[src/hw/rtl/mm_pwm_pkg.sv]
package mm_pwm_pkg;

    // Motor modes, as reported on the mode output.
    typedef enum logic [2:0] {
        MODE_NOINIT = 3'd0,
        MODE_OFF    = 3'd1,
        MODE_ON     = 3'd2,
        MODE_ACCEL  = 3'd3,
        MODE_TRY    = 3'd4,
        MODE_ERROR  = 3'd5,
        MODE_REG    = 3'd6
    } t_mode;

    // Command codes. Codes above ACT_SET_PCT are rejected.
    typedef enum logic [3:0] {
        ACT_PROCESS = 4'd0,
        ACT_START   = 4'd1,
        ACT_STOP    = 4'd2,
        ACT_ERROR   = 4'd3,
        ACT_TRY     = 4'd4,
        ACT_NORMAL  = 4'd5,
        ACT_REGUL   = 4'd6,
        ACT_INIT    = 4'd7,
        ACT_DEINIT  = 4'd8,
        ACT_SET_PCT = 4'd9
    } t_action;

    // Configuration register indexes.
    typedef enum logic [7:0] {
        CFG_CAL_MIN = 8'd0,
        CFG_CAL_MAX = 8'd1,
        CFG_DEF_MIN = 8'd2,
        CFG_DEF_MAX = 8'd3
    } t_cfg_index;

    localparam int PCT_W = 7;                    // percentages 0..100
    localparam int PROD_W = 15;                  // 8-bit span times 7-bit percent
    localparam int RECIP_W = 13;
    localparam int RECIP_SHIFT = 19;
    // floor(x / 100) == (x * 5243) >> 19 for every x below 2**15.
    localparam logic [RECIP_W-1:0] RECIP_100 = 13'd5243;

    localparam logic [7:0] PCT_FULL = 8'd100;
    localparam logic [7:0] TRY_LOW_LIMIT = 8'd50;
    localparam logic [7:0] TRY_HIGH_LIMIT = 8'd70;
    localparam logic [7:0] TRY_LOW_BOOST = 8'd20;
    localparam logic [7:0] TRY_HIGH_BOOST = 8'd15;

    localparam logic [7:0] CAL_MIN_RST = 8'd0;
    localparam logic [7:0] CAL_MAX_RST = 8'd255;

endpackage

[src/hw/rtl/motor_mode_pwm_controller.sv]
// Motor mode controller with a calibrated PWM level.
//
// Commands enter on the input channel (i_in_valid / o_in_stall with i_action
// and i_value) and every command produces exactly one result on the output
// channel (o_out_valid / i_out_stall with o_pwm_out, o_accepted, o_mode and
// o_running). A transfer happens on a rising edge where valid is high and
// stall is low. Calibration is written through the configuration channel
// (i_cfg_valid, o_cfg_ready, i_cfg_index, i_cfg_data); o_cfg_ready is always
// high, and writes are expected only while no command is in flight.
//
// A command is captured in the input register, then executed against the mode and
// PWM state, and its result lands in the output register. Throughput is one
// command per cycle while the receiver does not stall, and the following command
// always sees the updated mode. The percentage products are formed ahead of the
// input register so the execute cycle holds only the divide-by-100 reciprocal
// multiply and an add.
//
// Synchronous reset puts the motor in the not-initialized mode with PWM zero
// and restores the default calibration. When the receiver stalls, the result
// holds and one more command can still be captured before o_in_stall rises.
module motor_mode_pwm_controller (
    input  logic       i_clk,
    input  logic       i_rst_n,
    input  logic       i_in_valid,
    output logic       o_in_stall,
    input  logic [3:0] i_action,
    input  logic [7:0] i_value,
    output logic       o_out_valid,
    input  logic       i_out_stall,
    output logic [7:0] o_pwm_out,
    output logic       o_accepted,
    output logic [2:0] o_mode,
    output logic       o_running,
    input  logic       i_cfg_valid,
    output logic       o_cfg_ready,
    input  logic [7:0] i_cfg_index,
    input  logic [7:0] i_cfg_data
);
    import mm_pwm_pkg::*;

    // Calibration registers.
    logic [7:0] r_cal_min, r_cal_max, r_def_min, r_def_max;

    // Motor state.
    t_mode      r_mode, n_mode;
    logic [7:0] r_pwm, n_pwm;

    // Input register, holding the command and its precomputed products.
    logic              r_in_vld;
    logic [3:0]        r_action;
    logic [7:0]        r_value;
    logic [7:0]        r_lo;
    logic              r_inv;
    logic [PROD_W-1:0] r_prod_plain;
    logic [PROD_W-1:0] r_prod_try;

    // Output register.
    logic       r_out_vld;
    logic [7:0] r_out_pwm;
    logic       r_out_acc;
    t_mode      r_out_mode;
    logic       r_out_run;

    logic in_take, exec;
    logic n_acc;

    // Front-end mapping terms, from the raw command and the calibration.
    logic             cal_inv, def_inv;
    logic [7:0]       lo_sel, hi_sel, span;
    logic [7:0]       pct_try_raw;
    logic [PCT_W-1:0] pct_plain, pct_try;

    // Execute-cycle mapping terms.
    logic                      use_try, pct_zero, running;
    logic [PROD_W-1:0]         prod_sel;
    logic [PROD_W+RECIP_W-1:0] quot_full;
    logic [7:0]                quot, map_val;

    assign o_cfg_ready = 1'b1;

    always_ff @(posedge i_clk) begin
        if (!i_rst_n) begin
            r_cal_min <= CAL_MIN_RST;
            r_cal_max <= CAL_MAX_RST;
            r_def_min <= CAL_MIN_RST;
            r_def_max <= CAL_MAX_RST;
        end else if (i_cfg_valid && o_cfg_ready) begin
            unique case (i_cfg_index)
                CFG_CAL_MIN: r_cal_min <= i_cfg_data;
                CFG_CAL_MAX: r_cal_max <= i_cfg_data;
                CFG_DEF_MIN: r_def_min <= i_cfg_data;
                CFG_DEF_MAX: r_def_max <= i_cfg_data;
                default: ;
            endcase
        end
    end

    // Handshake: the execute step fires when the output register is free or
    // being drained in the same cycle.
    assign exec       = r_in_vld && (!r_out_vld || !i_out_stall);
    assign o_in_stall = r_in_vld && !exec;
    assign in_take    = i_in_valid && !o_in_stall;

    // Pick the calibration range. An inverted calibration falls back to the
    // defaults; inverted defaults make the mapping return the default minimum.
    always_comb begin
        cal_inv = r_cal_min > r_cal_max;
        def_inv = r_def_min > r_def_max;
        lo_sel  = cal_inv ? r_def_min : r_cal_min;
        hi_sel  = cal_inv ? r_def_max : r_cal_max;
        span    = hi_sel - lo_sel;

        pct_plain = (i_value > PCT_FULL) ? PCT_FULL[PCT_W-1:0] : i_value[PCT_W-1:0];
        if (i_value <= TRY_LOW_LIMIT) begin
            pct_try_raw = i_value + TRY_LOW_BOOST;
        end else if (i_value <= TRY_HIGH_LIMIT) begin
            pct_try_raw = i_value + TRY_HIGH_BOOST;
        end else begin
            pct_try_raw = i_value;
        end
        pct_try = (pct_try_raw > PCT_FULL) ? PCT_FULL[PCT_W-1:0] : pct_try_raw[PCT_W-1:0];
    end

    always_ff @(posedge i_clk) begin
        if (!i_rst_n) begin
            r_in_vld <= 1'b0;
        end else if (in_take) begin
            r_in_vld <= 1'b1;
        end else if (exec) begin
            r_in_vld <= 1'b0;
        end
    end

    always_ff @(posedge i_clk) begin
        if (in_take) begin
            r_action     <= i_action;
            r_value      <= i_value;
            r_lo         <= lo_sel;
            r_inv        <= cal_inv && def_inv;
            r_prod_plain <= PROD_W'(span) * PROD_W'(pct_plain);
            r_prod_try   <= PROD_W'(span) * PROD_W'(pct_try);
        end
    end

    // Finish the mapping: the boosted percentage is used only when a process
    // command meets the try mode, and a boosted percentage is never zero.
    always_comb begin
        use_try   = (r_action == ACT_PROCESS) && (r_mode == MODE_TRY);
        pct_zero  = !use_try && (r_value == 8'd0);
        prod_sel  = use_try ? r_prod_try : r_prod_plain;
        quot_full = (PROD_W + RECIP_W)'(prod_sel) * (PROD_W + RECIP_W)'(RECIP_100);
        quot      = quot_full[RECIP_SHIFT +: 8];
        if (pct_zero) begin
            map_val = 8'd0;
        end else if (r_inv) begin
            map_val = r_lo;
        end else begin
            map_val = r_lo + quot;
        end
    end

    // Mode state machine.
    always_ff @(posedge i_clk) begin
        if (!i_rst_n) begin
            r_mode <= MODE_NOINIT;
            r_pwm  <= 8'd0;
        end else if (exec) begin
            r_mode <= n_mode;
            r_pwm  <= n_pwm;
        end
    end

    always_comb begin
        n_mode  = r_mode;
        n_pwm   = r_pwm;
        n_acc   = 1'b1;
        running = (r_mode == MODE_ON) || (r_mode == MODE_ACCEL) || (r_mode == MODE_TRY);
        unique case (r_action)
            ACT_PROCESS: begin
                unique case (r_mode) inside
                    MODE_ON, MODE_REG, MODE_TRY: n_pwm = map_val;
                    MODE_OFF: n_pwm = 8'd0;
                    MODE_ACCEL: n_mode = MODE_ON;
                    default: ;
                endcase
            end
            ACT_START: begin
                if (r_mode == MODE_OFF) begin
                    n_mode = MODE_ACCEL;
                end else begin
                    n_acc = 1'b0;
                end
            end
            ACT_STOP: begin
                if (running) begin
                    n_mode = MODE_OFF;
                end else begin
                    n_acc = 1'b0;
                end
            end
            ACT_ERROR: n_mode = MODE_ERROR;
            ACT_TRY: begin
                if (running) begin
                    n_mode = MODE_TRY;
                end else begin
                    n_acc = 1'b0;
                end
            end
            ACT_NORMAL: begin
                if (running) begin
                    n_mode = MODE_ON;
                end else begin
                    n_acc = 1'b0;
                end
            end
            ACT_REGUL: begin
                n_mode = MODE_REG;
                n_pwm  = r_value;
            end
            ACT_INIT: n_mode = MODE_OFF;
            ACT_DEINIT: n_mode = MODE_NOINIT;
            ACT_SET_PCT: n_pwm = map_val;
            default: n_acc = 1'b0;
        endcase
    end

    // Output register.
    always_ff @(posedge i_clk) begin
        if (!i_rst_n) begin
            r_out_vld <= 1'b0;
        end else if (exec) begin
            r_out_vld <= 1'b1;
        end else if (!i_out_stall) begin
            r_out_vld <= 1'b0;
        end
    end

    always_ff @(posedge i_clk) begin
        if (exec) begin
            r_out_pwm  <= n_pwm;
            r_out_acc  <= n_acc;
            r_out_mode <= n_mode;
            r_out_run  <= (n_mode == MODE_ON) || (n_mode == MODE_ACCEL) ||
                          (n_mode == MODE_TRY);
        end
    end

    assign o_out_valid = r_out_vld;
    assign o_pwm_out   = r_out_pwm;
    assign o_accepted  = r_out_acc;
    assign o_mode      = r_out_mode;
    assign o_running   = r_out_run;

    // The running flag of a result matches its mode.
    a_running_matches_mode: assert property (@(posedge i_clk) disable iff (!i_rst_n)
        o_out_valid |-> (o_running == ((o_mode == MODE_ON) || (o_mode == MODE_ACCEL) ||
                                       (o_mode == MODE_TRY))))
        else $error("running flag disagrees with mode");

    // A rejected command leaves the motor mode untouched.
    a_reject_keeps_mode: assert property (@(posedge i_clk) disable iff (!i_rst_n)
        ($past(i_rst_n) && $past(exec) && !r_out_acc) |-> (r_mode == $past(r_mode)))
        else $error("rejected command changed the mode");

    // Input backpressure only comes from a held result.
    a_stall_cause: assert property (@(posedge i_clk) disable iff (!i_rst_n)
        o_in_stall |-> (o_out_valid && i_out_stall && r_in_vld))
        else $error("input stalled without a held result");

    // The published mode is the mode the next command executes against.
    a_mode_published: assert property (@(posedge i_clk) disable iff (!i_rst_n)
        ($past(i_rst_n) && $past(exec)) |-> (r_out_mode == r_mode))
        else $error("result mode differs from state");

endmodule

[config.mk]
export PLATFORM = sky130hd
export DESIGN_NAME = motor_mode_pwm_controller
export DESIGN_NICKNAME = d
export VERILOG_FILES = /design/src/hw/rtl/mm_pwm_pkg.sv /design/src/hw/rtl/motor_mode_pwm_controller.sv
export SDC_FILE = /design/constraint.sdc
export NUM_CORES = 1
export LEC_CHECK = 0
export ABC_AREA = 0
export BUFFER_PORTS_ARGS = -buffer_cell sky130_fd_sc_hd__buf_4
export CAP_MARGIN = 10
export CORE_AREA = 2 2 241 243
export CTS_BUF_LIST = sky130_fd_sc_hd__clkbuf_4 sky130_fd_sc_hd__clkbuf_8
export DETAILED_ROUTE_END_ITERATION = 12
export DIE_AREA = 0 0 243 245
export PLACE_DENSITY = 0.36
export SYNTH_ARGS = -nofsm -noshare
export SYNTH_HDL_FRONTEND = slang
export SYNTH_SLANG_ARGS = --single-unit
[constraint.sdc]
create_clock -name i_clk -period 21.2 [get_ports i_clk]
set_input_delay 3.18 -clock i_clk [delete_from_list [all_inputs] [get_ports i_clk]]
set_output_delay 3.18 -clock i_clk [all_outputs]
set_load 0.05 [all_outputs]
==> results.py <==
metrics = {
    "outcome": {
        "status": "finished clean",
    },
    "finish": {
        "drive_gt1_share_pct": 7.229,
        "syn2layout_area_growth_pct": 11.01,
        "layout.cells.non_filler": 2176,
        "nFillCells": 6241,
        "diodes": 0,
        "nNetsFinal": 1749,
    },
    "clock_tree": {
        "root_buffer": "clkbuf_8",
        "cts_tree": "built",
        "clk_latency_ns": 0.40,
        "cts_setup_buffers": 0,
        "ctsHoldBuffers": 0,
        "htreeDepth": 3,
        "numClockSinks": 109,
        "clockBufferDepth": 2,
        "cts_repair_resize_count": 0,
        "cts_buffers": 9,
        "clkSlewWorstSetupHoldPaths_ns": 0.12,
    },
    "flow_run": {
        "drv_cap": 0,
    },
    "place": {
        "hpwl_microns": 28320,
        "gp_routability_congestion": 0.7853,
        "pre_cts_slack_ns": 11.12,
        "dp.cells": 2160,
        "io_buffers": 47,
    },
    "sta": {
        "hold_viol_final": 0,
        "finalClockSkew_ns": 0.01638,
        "rsz0062_at_grt": "no",
        "fin_tns_setup_ns": 0,
        "layout_min_cycle_time_ns": 9.897,
        "finalSetupViolations": 0,
        "drv_slew": 0,
        "holdWs_ns": 0.4856,
        "slew_headroom_pct": 24.56,
        "fmax_ghz": 0.1010,
        "tightest_slew_ns": 1.100,
        "min_period_over_period_pct": 46.68,
        "setup_ws_ns": 11.30,
    },
    "detailed_routing": {
        "drc": 0,
        "first_pass_iters": 5,
        "viasPerCell": 4.302,
        "wl_microns": 34250,
        "drt-initial-drc-count": 492,
        "routedWlPerCell_microns": 15.74,
        "dr_total_vias": 9362,
        "ant_nets": 0,
    },
    "setup_path": {
        "r2r_slack_ns": 11.30,
        "rr_startpoint": "r_action[1]",
        "cp_slowest_cell": "mux2i_1",
        "cp_data_arrival_time_ns": 10.06,
        "critical-path-max-stage-delay_ns": 1.00,
        "required_ns": 21.36,
        "r2r_cells": 28,
        "critPathKind": "reg -> reg",
        "reg2reg_to": "o_pwm_out[7]",
        "critPathMaxFanout": 16,
        "cp-start-kind": "register",
        "cp-end-kind": "register",
        "worst_path_most_repeated_cell": "ha_1",
    },
    "synthesis": {
        "yosysMostFrequentCell": "inv_1",
        "yosysSeqAreaShare_pct": 21.82,
        "synth_edf_count": 64,
        "ys_ff_latch": 109,
        "synthArstFlopShare_pct": 0,
        "yosysTopAreaCell": "ha_1",
        "syn_nets": 1723,
        "synth_warnings": 0,
        "synthFlopType": "edfxtp_1",
        "avgSynthCellArea_sq_um": 9.372,
        "syn_area_sq_um": 12930,
        "synth_top_area_share_pct": 18.96,
        "synthTopCellsByCount": "243 x inv_1, 196 x ha_1, 114 x fa_1",
        "syn_inst": 1380,
        "ys_top_cells_by_area": "ha_1 19%, fa_1 18%, edfxtp_1 15%",
        "yosysUniqueCellTypes": 80,
    },
    "floorplanning": {
        "rows": 88,
        "die_h_microns": 245,
        "core_sq_um": 57030,
        "io_pins": 49,
        "die_x_microns": 243,
        "dieArea_sq_um": 59540,
        "start_util_pct": 22.68,
    },
    "global_routing": {
        "track_usage_pct": 11.91,
        "grt_start_max_net_pins": 52,
        "grt_pass1_vias": 10090,
        "overflow": 0,
        "grt_first_pass_wirelength_microns": 56120,
        "antenna_found_initial": 0,
    },
    "hold_path": {
        "hold_depth": 2,
        "hold_path.class": "reg -> reg",
        "min_to": "r_cal_max[5]",
        "worstHoldStart": "r_cal_max[5]",
    },
}
==> worst max-delay path by stage <==
stage | start | endpoint | slack (ns) | cells after the start
finish | r_action[1] | o_pwm_out[7] | 11.30 | 28
global route | r_action[1] | o_pwm_out[7] | 10.58 | 28
CTS | r_action[1] | o_pwm_out[7] | 11.08 | 28
detailed placement | r_action[1] | o_pwm_out[7] | 11.12 | 28
global placement | r_action[1] | o_pwm_out[7] | 11.11 | 28
floorplan | i_value[3] | r_prod_try[14] | 12.22 | 24
==> sequential cells by signal, summed over array words and instances, names as in the netlist <==
name          cells
r_prod_plain     15
r_prod_try       15
o_pwm_out         8
r_cal_max         8
r_cal_min         8
r_def_max         8
r_def_min         8
r_lo              8
r_pwm             8
r_value           8
r_action          4
o_mode            3
r_mode            3
o_accepted        1
o_out_valid       1
o_running         1
r_in_vld          1
r_inv             1
==> cell families (layout without fill, tap and decap cells) <==
kind of cell             Yosys count  count (layout)  synth area share, %
adder cells (fa/ha/maj)          310             310                36.61
multiplexers                      59              59                4.876
buffers and inverters            286             317                8.532
other                              1               1              0.02899
flip-flops                       109             109                21.82
XOR/XNOR                          79              79                5.350
AO/OA/AOI/OAI                    201             201                10.31
AND/OR/NAND/NOR                  335             335                12.47
==> per-layer routing <==
layer | wire, microns | track usage (%) | vias up
li1 | - | - | 4658
met1 | 17260 | 16.70 | 4574
met2 | 15940 | 20.01 | 117
met3 | 802 | 1.323 | 13
met4 | 240 | 1.895 | 0
met5 | 0 | 0 | -
==> worst max-delay path: cells and delay by family, from the launching register on <==
kind                     cells  cell delay (ns)
AND/OR/NAND/NOR              4             1.75
AO/OA/AOI/OAI               10             2.41
flip-flops                   1             0.59
adder cells (fa/ha/maj)      7             2.72
buffers and inverters        3             0.35
multiplexers                 2             1.36
XOR/XNOR                     2             0.46
==> through the flow <==
step | area (sq um) | utilization [%]
6_report | 14360 | 25.17
3_3_place_gp | 14150 | 24.80
2_1_floorplan | 12930 | -
5_1_grt | 14360 | 25.17
3_5_place_dp | 14150 | 24.80
4_1_cts | 14360 | 25.17
==> placed cells by master (no fill, tap or decap), types with 5 or more instances in the layout <==
| cell type | count |
|---|---|
| a211oi_1 | 8 |
| a21o_1 | 19 |
| a21oi_1 | 49 |
| a22oi_1 | 5 |
| a31oi_1 | 7 |
| and2_1 | 14 |
| and3_1 | 10 |
| buf_4 | 57 |
| clkbuf_8 | 9 |
| dfxtp_1 | 45 |
| edfxtp_1 | 64 |
| fa_1 | 114 |
| ha_1 | 196 |
| inv_1 | 243 |
| mux2_2 | 5 |
| mux2i_1 | 50 |
| nand2_1 | 99 |
| nand2b_1 | 13 |
| nand3_1 | 14 |
| nor2_1 | 103 |
| nor2b_1 | 9 |
| nor3_1 | 24 |
| nor3b_1 | 8 |
| nor4_1 | 5 |
| o211ai_1 | 9 |
| o21ai_0 | 44 |
| o21bai_1 | 18 |
| or2_2 | 6 |
| or3_1 | 6 |
| xnor2_1 | 44 |
| xor2_1 | 35 |
==> layout make-up <==
cell class	instances	area [sq um]	area share (%)
Clock buffer	10	131.4	0.9150
Clock inverter	6	80.08	0.5577
Inverter	244	915.9	6.379
Multi-Input combinational cell	985	9022	62.84
Sequential cell	109	2823	19.66
Tap cell	765	957.2	6.667
Timing Repair Buffer	57	427.9	2.980
Power is left out: the tool's default activity adds up to more than one toggle a clock period on the data nets, which glitch-free logic cannot reach.
